==> src/sv/mrr_pkg.sv <==
// ----------------------------------------------------------------------------
// mrr_pkg
// shared widths, types and request and response structs for the miller-rabin round
// ----------------------------------------------------------------------------
package mrr_pkg;

    localparam int NUM_BITS = 62;
    localparam int CNT_W    = $clog2(NUM_BITS + 1);

    typedef logic [NUM_BITS-1:0] t_word;
    typedef logic [CNT_W-1:0]    t_count;

    typedef struct packed {
        logic  start;
        t_word x;
        t_word y;
    } t_mul_req;

    typedef struct packed {
        logic  busy;
        logic  done;
        t_word product;
    } t_mul_rsp;

endpackage

==> src/sv/miller_rabin_round.sv <==
// ----------------------------------------------------------------------------
// miller_rabin_round
// one miller-rabin round on a candidate with a host-supplied witness
// ----------------------------------------------------------------------------
// result: small, even and out-of-range cases give the result in the cycle
//   after the request; a full round takes about (bits of d) squarings plus one
//   multiply per set bit of d plus up to s-1 squarings
// throughput: one request at a time, busy high until the result strobe;
//   the single shift-add multiplier handles one bit per cycle
// reset: synchronous active-low, returns to idle with no result pending
module miller_rabin_round (
    input  logic           i_clk,
    input  logic           i_rst_n,
    input  logic           start,
    output logic           busy,
    input  mrr_pkg::t_word i_candidate,
    input  mrr_pkg::t_word i_witness,
    output logic           o_done,
    output logic           o_probable_prime,
    output logic           o_decided_trivially,
    output logic           o_witness_out_of_range
);
    import mrr_pkg::*;

    typedef enum logic [3:0] {
        S_IDLE,
        S_STRIP,
        S_ALIGN,
        S_POW_SQ,
        S_POW_SQ_W,
        S_POW_BIT,
        S_POW_MUL_W,
        S_FIN_CHK,
        S_LOOP,
        S_LOOP_W,
        S_LOOP_CHK
    } t_state;

    localparam t_word  ONE     = t_word'(1);
    localparam t_word  TWO     = t_word'(2);
    localparam t_word  THREE   = t_word'(3);
    localparam t_count FULL_CT = t_count'(NUM_BITS);

    t_state r_state, n_state;
    t_word  r_n, n_n;
    t_word  r_a, n_a;
    t_word  r_nm1, n_nm1;
    t_word  r_e, n_e;
    t_word  r_r, n_r;
    t_count r_s, n_s;
    t_count r_k, n_k;
    logic   r_mul_start, n_mul_start;
    t_word  r_mul_x, n_mul_x;
    t_word  r_mul_y, n_mul_y;
    logic   r_done, n_done;
    logic   r_prime, n_prime;
    logic   r_trivial, n_trivial;
    logic   r_oor, n_oor;

    logic     w_accept;
    logic     w_trivial;
    logic     w_small_prime;
    logic     w_oor;
    t_mul_req w_mul_req;
    t_mul_rsp w_mul_rsp;

    assign w_accept      = start && (r_state == S_IDLE);
    assign w_small_prime = (i_candidate == TWO) || (i_candidate == THREE);
    assign w_trivial     = (i_candidate[NUM_BITS-1:1] == '0) || !i_candidate[0]
                           || (i_candidate == THREE);
    assign w_oor         = (i_witness[NUM_BITS-1:1] == '0)
                           || (i_witness > (i_candidate - TWO));

    assign w_mul_req = '{start: r_mul_start, x: r_mul_x, y: r_mul_y};

    mrr_mulmod u_mulmod (
        .i_clk     (i_clk),
        .i_rst_n   (i_rst_n),
        .i_req     (w_mul_req),
        .i_modulus (r_n),
        .o_rsp     (w_mul_rsp)
    );

    always_comb begin
        n_state     = r_state;
        n_n         = r_n;
        n_a         = r_a;
        n_nm1       = r_nm1;
        n_e         = r_e;
        n_r         = r_r;
        n_s         = r_s;
        n_k         = r_k;
        n_mul_start = 1'b0;
        n_mul_x     = r_mul_x;
        n_mul_y     = r_mul_y;
        n_done      = 1'b0;
        n_prime     = r_prime;
        n_trivial   = r_trivial;
        n_oor       = r_oor;
        unique case (r_state)
            S_IDLE: begin
                if (w_accept) begin
                    n_n   = i_candidate;
                    n_a   = i_witness;
                    n_nm1 = i_candidate - ONE;
                    n_e   = i_candidate - ONE;
                    n_s   = '0;
                    priority if (w_trivial) begin
                        n_done    = 1'b1;
                        n_prime   = w_small_prime;
                        n_trivial = 1'b1;
                        n_oor     = 1'b0;
                    end else if (w_oor) begin
                        n_done    = 1'b1;
                        n_prime   = 1'b0;
                        n_trivial = 1'b0;
                        n_oor     = 1'b1;
                    end else begin
                        n_state = S_STRIP;
                    end
                end
            end
            S_STRIP: begin
                if (!r_e[0]) begin
                    n_e = r_e >> 1;
                    n_s = r_s + t_count'(1);
                end else begin
                    n_k     = FULL_CT;
                    n_state = S_ALIGN;
                end
            end
            S_ALIGN: begin
                // skip leading zeros of d; the top set bit leaves r = a
                n_e = r_e << 1;
                n_k = r_k - t_count'(1);
                if (r_e[NUM_BITS-1]) begin
                    n_r     = r_a;
                    n_state = S_POW_SQ;
                end
            end
            S_POW_SQ: begin
                if (r_k == '0) begin
                    n_state = S_FIN_CHK;
                end else begin
                    n_mul_start = 1'b1;
                    n_mul_x     = r_r;
                    n_mul_y     = r_r;
                    n_state     = S_POW_SQ_W;
                end
            end
            S_POW_SQ_W: begin
                if (w_mul_rsp.done) begin
                    n_r     = w_mul_rsp.product;
                    n_state = S_POW_BIT;
                end
            end
            S_POW_BIT: begin
                if (r_e[NUM_BITS-1]) begin
                    n_mul_start = 1'b1;
                    n_mul_x     = r_r;
                    n_mul_y     = r_a;
                    n_state     = S_POW_MUL_W;
                end else begin
                    n_e     = r_e << 1;
                    n_k     = r_k - t_count'(1);
                    n_state = S_POW_SQ;
                end
            end
            S_POW_MUL_W: begin
                if (w_mul_rsp.done) begin
                    n_r     = w_mul_rsp.product;
                    n_e     = r_e << 1;
                    n_k     = r_k - t_count'(1);
                    n_state = S_POW_SQ;
                end
            end
            S_FIN_CHK: begin
                if ((r_r == ONE) || (r_r == r_nm1)) begin
                    n_done    = 1'b1;
                    n_prime   = 1'b1;
                    n_trivial = 1'b0;
                    n_oor     = 1'b0;
                    n_state   = S_IDLE;
                end else begin
                    n_s     = r_s - t_count'(1);
                    n_state = S_LOOP;
                end
            end
            S_LOOP: begin
                if (r_s == '0) begin
                    n_done    = 1'b1;
                    n_prime   = 1'b0;
                    n_trivial = 1'b0;
                    n_oor     = 1'b0;
                    n_state   = S_IDLE;
                end else begin
                    n_mul_start = 1'b1;
                    n_mul_x     = r_r;
                    n_mul_y     = r_r;
                    n_state     = S_LOOP_W;
                end
            end
            S_LOOP_W: begin
                if (w_mul_rsp.done) begin
                    n_r     = w_mul_rsp.product;
                    n_s     = r_s - t_count'(1);
                    n_state = S_LOOP_CHK;
                end
            end
            S_LOOP_CHK: begin
                priority if (r_r == ONE) begin
                    n_done    = 1'b1;
                    n_prime   = 1'b0;
                    n_trivial = 1'b0;
                    n_oor     = 1'b0;
                    n_state   = S_IDLE;
                end else if (r_r == r_nm1) begin
                    n_done    = 1'b1;
                    n_prime   = 1'b1;
                    n_trivial = 1'b0;
                    n_oor     = 1'b0;
                    n_state   = S_IDLE;
                end else begin
                    n_state = S_LOOP;
                end
            end
            default: begin
                n_state = S_IDLE;
            end
        endcase
    end

    always_ff @(posedge i_clk) begin
        if (!i_rst_n) begin
            r_state     <= S_IDLE;
            r_mul_start <= 1'b0;
            r_done      <= 1'b0;
        end else begin
            r_state     <= n_state;
            r_mul_start <= n_mul_start;
            r_done      <= n_done;
        end
        r_n       <= n_n;
        r_a       <= n_a;
        r_nm1     <= n_nm1;
        r_e       <= n_e;
        r_r       <= n_r;
        r_s       <= n_s;
        r_k       <= n_k;
        r_mul_x   <= n_mul_x;
        r_mul_y   <= n_mul_y;
        r_prime   <= n_prime;
        r_trivial <= n_trivial;
        r_oor     <= n_oor;
    end

    assign busy                   = (r_state != S_IDLE);
    assign o_done                 = r_done;
    assign o_probable_prime       = r_prime;
    assign o_decided_trivially    = r_trivial;
    assign o_witness_out_of_range = r_oor;

    // multiplier products arrive only while a wait state expects them
    a_mul_done_expected: assert property (@(posedge i_clk) disable iff (!i_rst_n)
        w_mul_rsp.done |-> (r_state == S_POW_SQ_W || r_state == S_POW_MUL_W
                            || r_state == S_LOOP_W))
        else $error("multiplier result with no product pending");

    // a product request never lands on a busy multiplier
    a_mul_start_idle: assert property (@(posedge i_clk) disable iff (!i_rst_n)
        r_mul_start |-> !w_mul_rsp.busy)
        else $error("multiplier request while busy");

    // small and even candidates answer on the next cycle
    a_trivial_latency: assert property (@(posedge i_clk) disable iff (!i_rst_n)
        (w_accept && w_trivial) |=> (o_done && o_decided_trivially && !busy))
        else $error("trivial verdict late");

    // the two flags never appear together
    a_flags_exclusive: assert property (@(posedge i_clk) disable iff (!i_rst_n)
        o_done |-> !(o_decided_trivially && o_witness_out_of_range))
        else $error("conflicting verdict flags");

endmodule

==> src/sv/mrr_mulmod.sv <==
// ----------------------------------------------------------------------------
// mrr_mulmod
// shift-add modular multiplier, one multiplier bit per cycle, lsb first
// ----------------------------------------------------------------------------
module mrr_mulmod (
    input  logic              i_clk,
    input  logic              i_rst_n,
    input  mrr_pkg::t_mul_req i_req,
    input  mrr_pkg::t_word    i_modulus,
    output mrr_pkg::t_mul_rsp o_rsp
);
    import mrr_pkg::*;

    logic  r_busy, n_busy;
    logic  r_done, n_done;
    t_word r_acc, n_acc;
    t_word r_addend, n_addend;
    t_word r_mult, n_mult;

    // operands below the modulus, so one conditional subtract suffices
    function automatic t_word mod_add(t_word a, t_word b, t_word m);
        logic [NUM_BITS:0] sum;
        logic [NUM_BITS:0] diff;
        sum  = {1'b0, a} + {1'b0, b};
        diff = sum - {1'b0, m};
        return (sum >= {1'b0, m}) ? diff[NUM_BITS-1:0] : sum[NUM_BITS-1:0];
    endfunction

    always_comb begin
        n_busy   = r_busy;
        n_done   = 1'b0;
        n_acc    = r_acc;
        n_addend = r_addend;
        n_mult   = r_mult;
        if (r_busy) begin
            if (r_mult == '0) begin
                n_busy = 1'b0;
                n_done = 1'b1;
            end else begin
                if (r_mult[0]) begin
                    n_acc = mod_add(r_acc, r_addend, i_modulus);
                end
                n_addend = mod_add(r_addend, r_addend, i_modulus);
                n_mult   = r_mult >> 1;
            end
        end else if (i_req.start) begin
            n_busy   = 1'b1;
            n_acc    = '0;
            n_addend = i_req.x;
            n_mult   = i_req.y;
        end
    end

    always_ff @(posedge i_clk) begin
        if (!i_rst_n) begin
            r_busy <= 1'b0;
            r_done <= 1'b0;
        end else begin
            r_busy <= n_busy;
            r_done <= n_done;
        end
        r_acc    <= n_acc;
        r_addend <= n_addend;
        r_mult   <= n_mult;
    end

    assign o_rsp = '{busy: r_busy, done: r_done, product: r_acc};

endmodule

==> config.mk <==
export PLATFORM = sky130hd
export DESIGN_NAME = miller_rabin_round
export DESIGN_NICKNAME = d
export VERILOG_FILES = /design/src/sv/mrr_pkg.sv /design/src/sv/miller_rabin_round.sv /design/src/sv/mrr_mulmod.sv
export SDC_FILE = /design/constraint.sdc
export NUM_CORES = 2
export LEC_CHECK = 0
export ABC_AREA = 1
export BUFFER_PORTS_ARGS = -buffer_cell sky130_fd_sc_hd__buf_2
export CORE_MARGIN = 2
export CORE_UTILIZATION = 40
export DETAILED_ROUTE_END_ITERATION = 10
export PLACE_DENSITY = 0.6
export REMOVE_ABC_BUFFERS = 1
export SETUP_SLACK_MARGIN = 0.1
export SKIP_CTS_REPAIR_TIMING = 1
export SYNTH_ARGS = -nofsm -noshare
export SYNTH_HDL_FRONTEND = slang
export SYNTH_SLANG_ARGS = --single-unit
==> constraint.sdc <==
create_clock -name i_clk -period 10.6 [get_ports i_clk]
set_input_delay 1.06 -clock i_clk [delete_from_list [all_inputs] [get_ports i_clk]]
set_output_delay 1.06 -clock i_clk [all_outputs]
set_load 0.01 [all_outputs]
==> out/results.ini <==
[sta]
relSlewSlack_pct=18.5
finalHoldViolations=0
tns_ns=0
finalCritPeriodShare_pct=60.3
clock_skew_ns=0.0367
finalMaxSlewViolations=0
finalCriticalPeriod_ns=6.39
setup_viol_count_final=0
holdWs_ns=0.496
worstMarginPinSlew_ns=1.21
rsz0062_at_grt=no
fmax_mhz=156

[synthesis]
syn-mean-instance-area_um2=7.68
netlist_area_mm2=0.0462
synth.area.top_cells=edfxtp_1 41%, nand2_1 14%, ha_1 7.0%, nor2_1 6.9%, inv_1 6.0%
yosys.area.top_type_share_pct=41.3
synth-seq-area-share_pct=41.6
ys_ff_latch=643
synthArstFlopShare_pct=0
yosys.area.top_type=edfxtp_1
synthFlopType=edfxtp_1
syn-instance-count=6013
synth_edf_count=635
yosysWarnings=0
synth_cell_types=62

[placement]
gp_congestion=1.14
portBuffers=131
dp_hpwl_um=175000
place_area_mm2=0.0485

[hold_path]
min_path_type=flop to flop
holdPathStages=0
hold_start=r_r[52]
holdPathEnd=r_mul_x[52]

[pwr]
pwr_density_cell_mw_per_mm2=265
finalPower_mw=13.5
vdd.ir_drop.worst_mv=0.293
power.leakage_nw=21.8

[final_layout]
fin_nets=6535
multi_input_area_mm2=0.0237
design_area_mm2=0.0509
fillers=11800
final_core_util_pct=44.4
layout-drive-gt1-share_pct=6.87
area_delta_synth_final_pct=10.2
regArea_mm2=0.0192

[setup_path]
cp-start-kind=flop
r2r-end=u_mulmod.r_acc[5]
r2r_start=u_mulmod.r_addend[0]
crit_fanout=58
critPathTopFamily=compound AO/OA/AOI/OAI gates
cp_num_cells=24
crit_top_cell=nand2_1
crit_buf_inv=4
crit_path_end_kind=flop
cp_data_required_time_ns=11.02
critical_path_class=flop to flop
r2r_setup_slack_ns=4.21
r2r_cells=24
cp_slowest_cell=buf_4
crit_chain=ha_1 > inv_1 > fa_1 > o21ai_2 > nand2_1 > nand2_2 > a21oi_1 > o21bai_1 > xor2_1 > inv_1 > ha_1 > a21oi_1 > o21ai_1 > a21oi_2 > nand3_2 > nand2_1 > inv_2 > nor2_2 > nor2_4 > nor2_8 > buf_4 > nand2_1 > nand2_1 > nor2_1
max_stage_delay_ns=0.64
crit_arrival_ns=6.81

[routing]
wl_um=212000
drc=0
viasPerCell=5.58
wire_per_inst_um=27.5
vias=43100
postRouteAntennaNets=0
firstDrtPassIters=6
drt_iter0_drc=4983

[grt]
antenna_found_initial=14
track_usage_pct=35.5
grt_pass1_wl_um=295000
grt_pass1_vias=41700
grt_max_degree=155
overflow=0

[clock_network]
cts_root_buf=clkbuf_16
insertion_delay_ns=0.68
cts_buffers=75
clk_path_buf_depth=3
cts_tree=built
htreeDepth=3
clock-sinks=643
clk_pin_slew_ns=0.06

[floorplan]
start_util_pct=40.3
fp.dieArea_mm2=0.118
rows=124
core_mm2=0.115
die_height_um=344
ios=132
die_x_um=344

[outcome]
status=complete, no violations

[run]
max-cap-violations=0

## metal layers
metal	up-vias	wire, um	track usage (%)
li1	20100	-	-
met1	20500	87500	47.4
met2	2045	93000	55.5
met3	378	18700	5.85
met4	2	12800	18.3
met5	-	13	0
## worst reg2reg max path, delay by kind of cell (launching register included)
kind,cells,cell delay [ns]
AOI/OAI and AO/OA,6,1.79
xor gates and xnor gates,1,0.30
adders and majority gates,3,0.96
buffers and inverters,4,0.83
DFF,1,0.45
and+or+nand+nor,10,1.81
## final cells by class
cell class / count / share of cell area (%)
Multi-Input combinational cell: 4508 / 46.5
Sequential cell: 643 / 37.8
Inverter: 764 / 5.64
Clock buffer: 91 / 3.85
Tap cell: 1512 / 3.72
Timing Repair Buffer: 154 / 1.65
Clock inverter: 44 / 0.838
Antenna cell: 6 / 0.0295
## report_power, final
part           internal, mW  switching, mW  leakage [nW]
Sequential             3.76          0.489          5.95
Clock                  1.47           1.13          1.15
Combinational          1.85           4.78          14.7
Total                  7.08           6.40          21.8
## registers in the layout (all words and copies together), names as in the netlist, 4 cells and up
register           count
r_state                4
r_mul_x               62
r_k                    6
r_s                    6
r_mul_y               62
r_e                   62
r_nm1                 62
r_a                   62
u_mulmod.r_mult       62
r_r                   62
r_n                   62
u_mulmod.r_acc        62
u_mulmod.r_addend     62
## logic make-up (layout without fill, tap and decap cells)
kind of cell / count (synthesis) / in the layout / synth area share [%]
other cells: 0 / 6 / 0
xor+xnor: 266 / 266 / 5.06
simple gates: 3160 / 3160 / 28.0
mux: 55 / 55 / 1.34
buf+inv: 862 / 1053 / 7.32
fa+ha+maj: 262 / 262 / 7.16
compound gates: 765 / 765 / 9.49
flops: 643 / 643 / 41.6
## cell usage in the layout (no fill, tap or decap), types with 12 or more instances in the layout
cell type / Yosys / layout
buf_2: 18 / 131
nand4_1: 94 / 94
o21ai_1: 31 / 30
o21ai_0: 244 / 244
edfxtp_1: 635 / 635
ha_1: 258 / 258
o21bai_1: 45 / 45
nand2_2: 11 / 12
nand2_1: 1781 / 1780
xnor2_1: 97 / 97
or2_2: 13 / 13
nor4_1: 48 / 48
nor3_1: 77 / 76
nand3_1: 222 / 221
xor2_1: 168 / 168
clkinv_2: 0 / 13
buf_4: 7 / 22
a22oi_1: 58 / 58
clkinv_1: 4 / 17
mux2_2: 55 / 55
inv_1: 741 / 741
a21oi_1: 316 / 316
clkbuf_1: 58 / 15
clkbuf_16: 0 / 76
nor2_1: 854 / 849
inv_2: 19 / 19
a21o_1: 17 / 17
o211ai_2: 22 / 22
## cells in the mapped netlist, types with 3 or more instances
cell      count
buf_6        13
and2_1        6
buf_4         7
buf_2        18
clkinv_1      4
o31ai_1       3
nor2_2       12
nor2_1      854
dfxtp_1       8
a21o_1       17
nor3_1       77
mux2_2       55
o211ai_2     22
nand2_2      11
o21a_1        7
clkbuf_1     58
edfxtp_1    635
or2_2        13
nor4_1       48
fa_1          4
inv_2        19
nand2_1    1781
nand3b_1     11
a22oi_1      58
o21ai_0     244
and3_1        4
xnor2_1      97
nand3_1     222
nor3b_1       6
o21ai_1      31
a21oi_1     316
inv_1       741
nor3_2        4
a31oi_1       4
ha_1        258
xor2_1      168
a21boi_0      5
nand4_1      94
o21bai_1     45
nor2_4        5
## worst max path at each step
stage / endpoint / start / slack, ns
after floorplan: o_decided_trivially / start / 0.68
after global placement: u_mulmod.r_acc[1] / u_mulmod.r_addend[0] / 4.31
after detailed placement: u_mulmod.r_acc[1] / u_mulmod.r_addend[0] / 4.29
after CTS: u_mulmod.r_acc[1] / u_mulmod.r_addend[0] / 4.28
after global routing: u_mulmod.r_acc[18] / u_mulmod.r_addend[0] / 3.95
final: u_mulmod.r_acc[5] / u_mulmod.r_addend[0] / 4.21
## through the flow
stage          std cells  setup WS, ns
2_1_floorplan       5915         0.675
3_3_place_gp        7581          4.31
3_5_place_dp        7581          4.29
4_1_cts             7716          4.28
5_1_grt             7718          3.95
6_report            7722          4.21
Power figures use the tool's default switching activity.
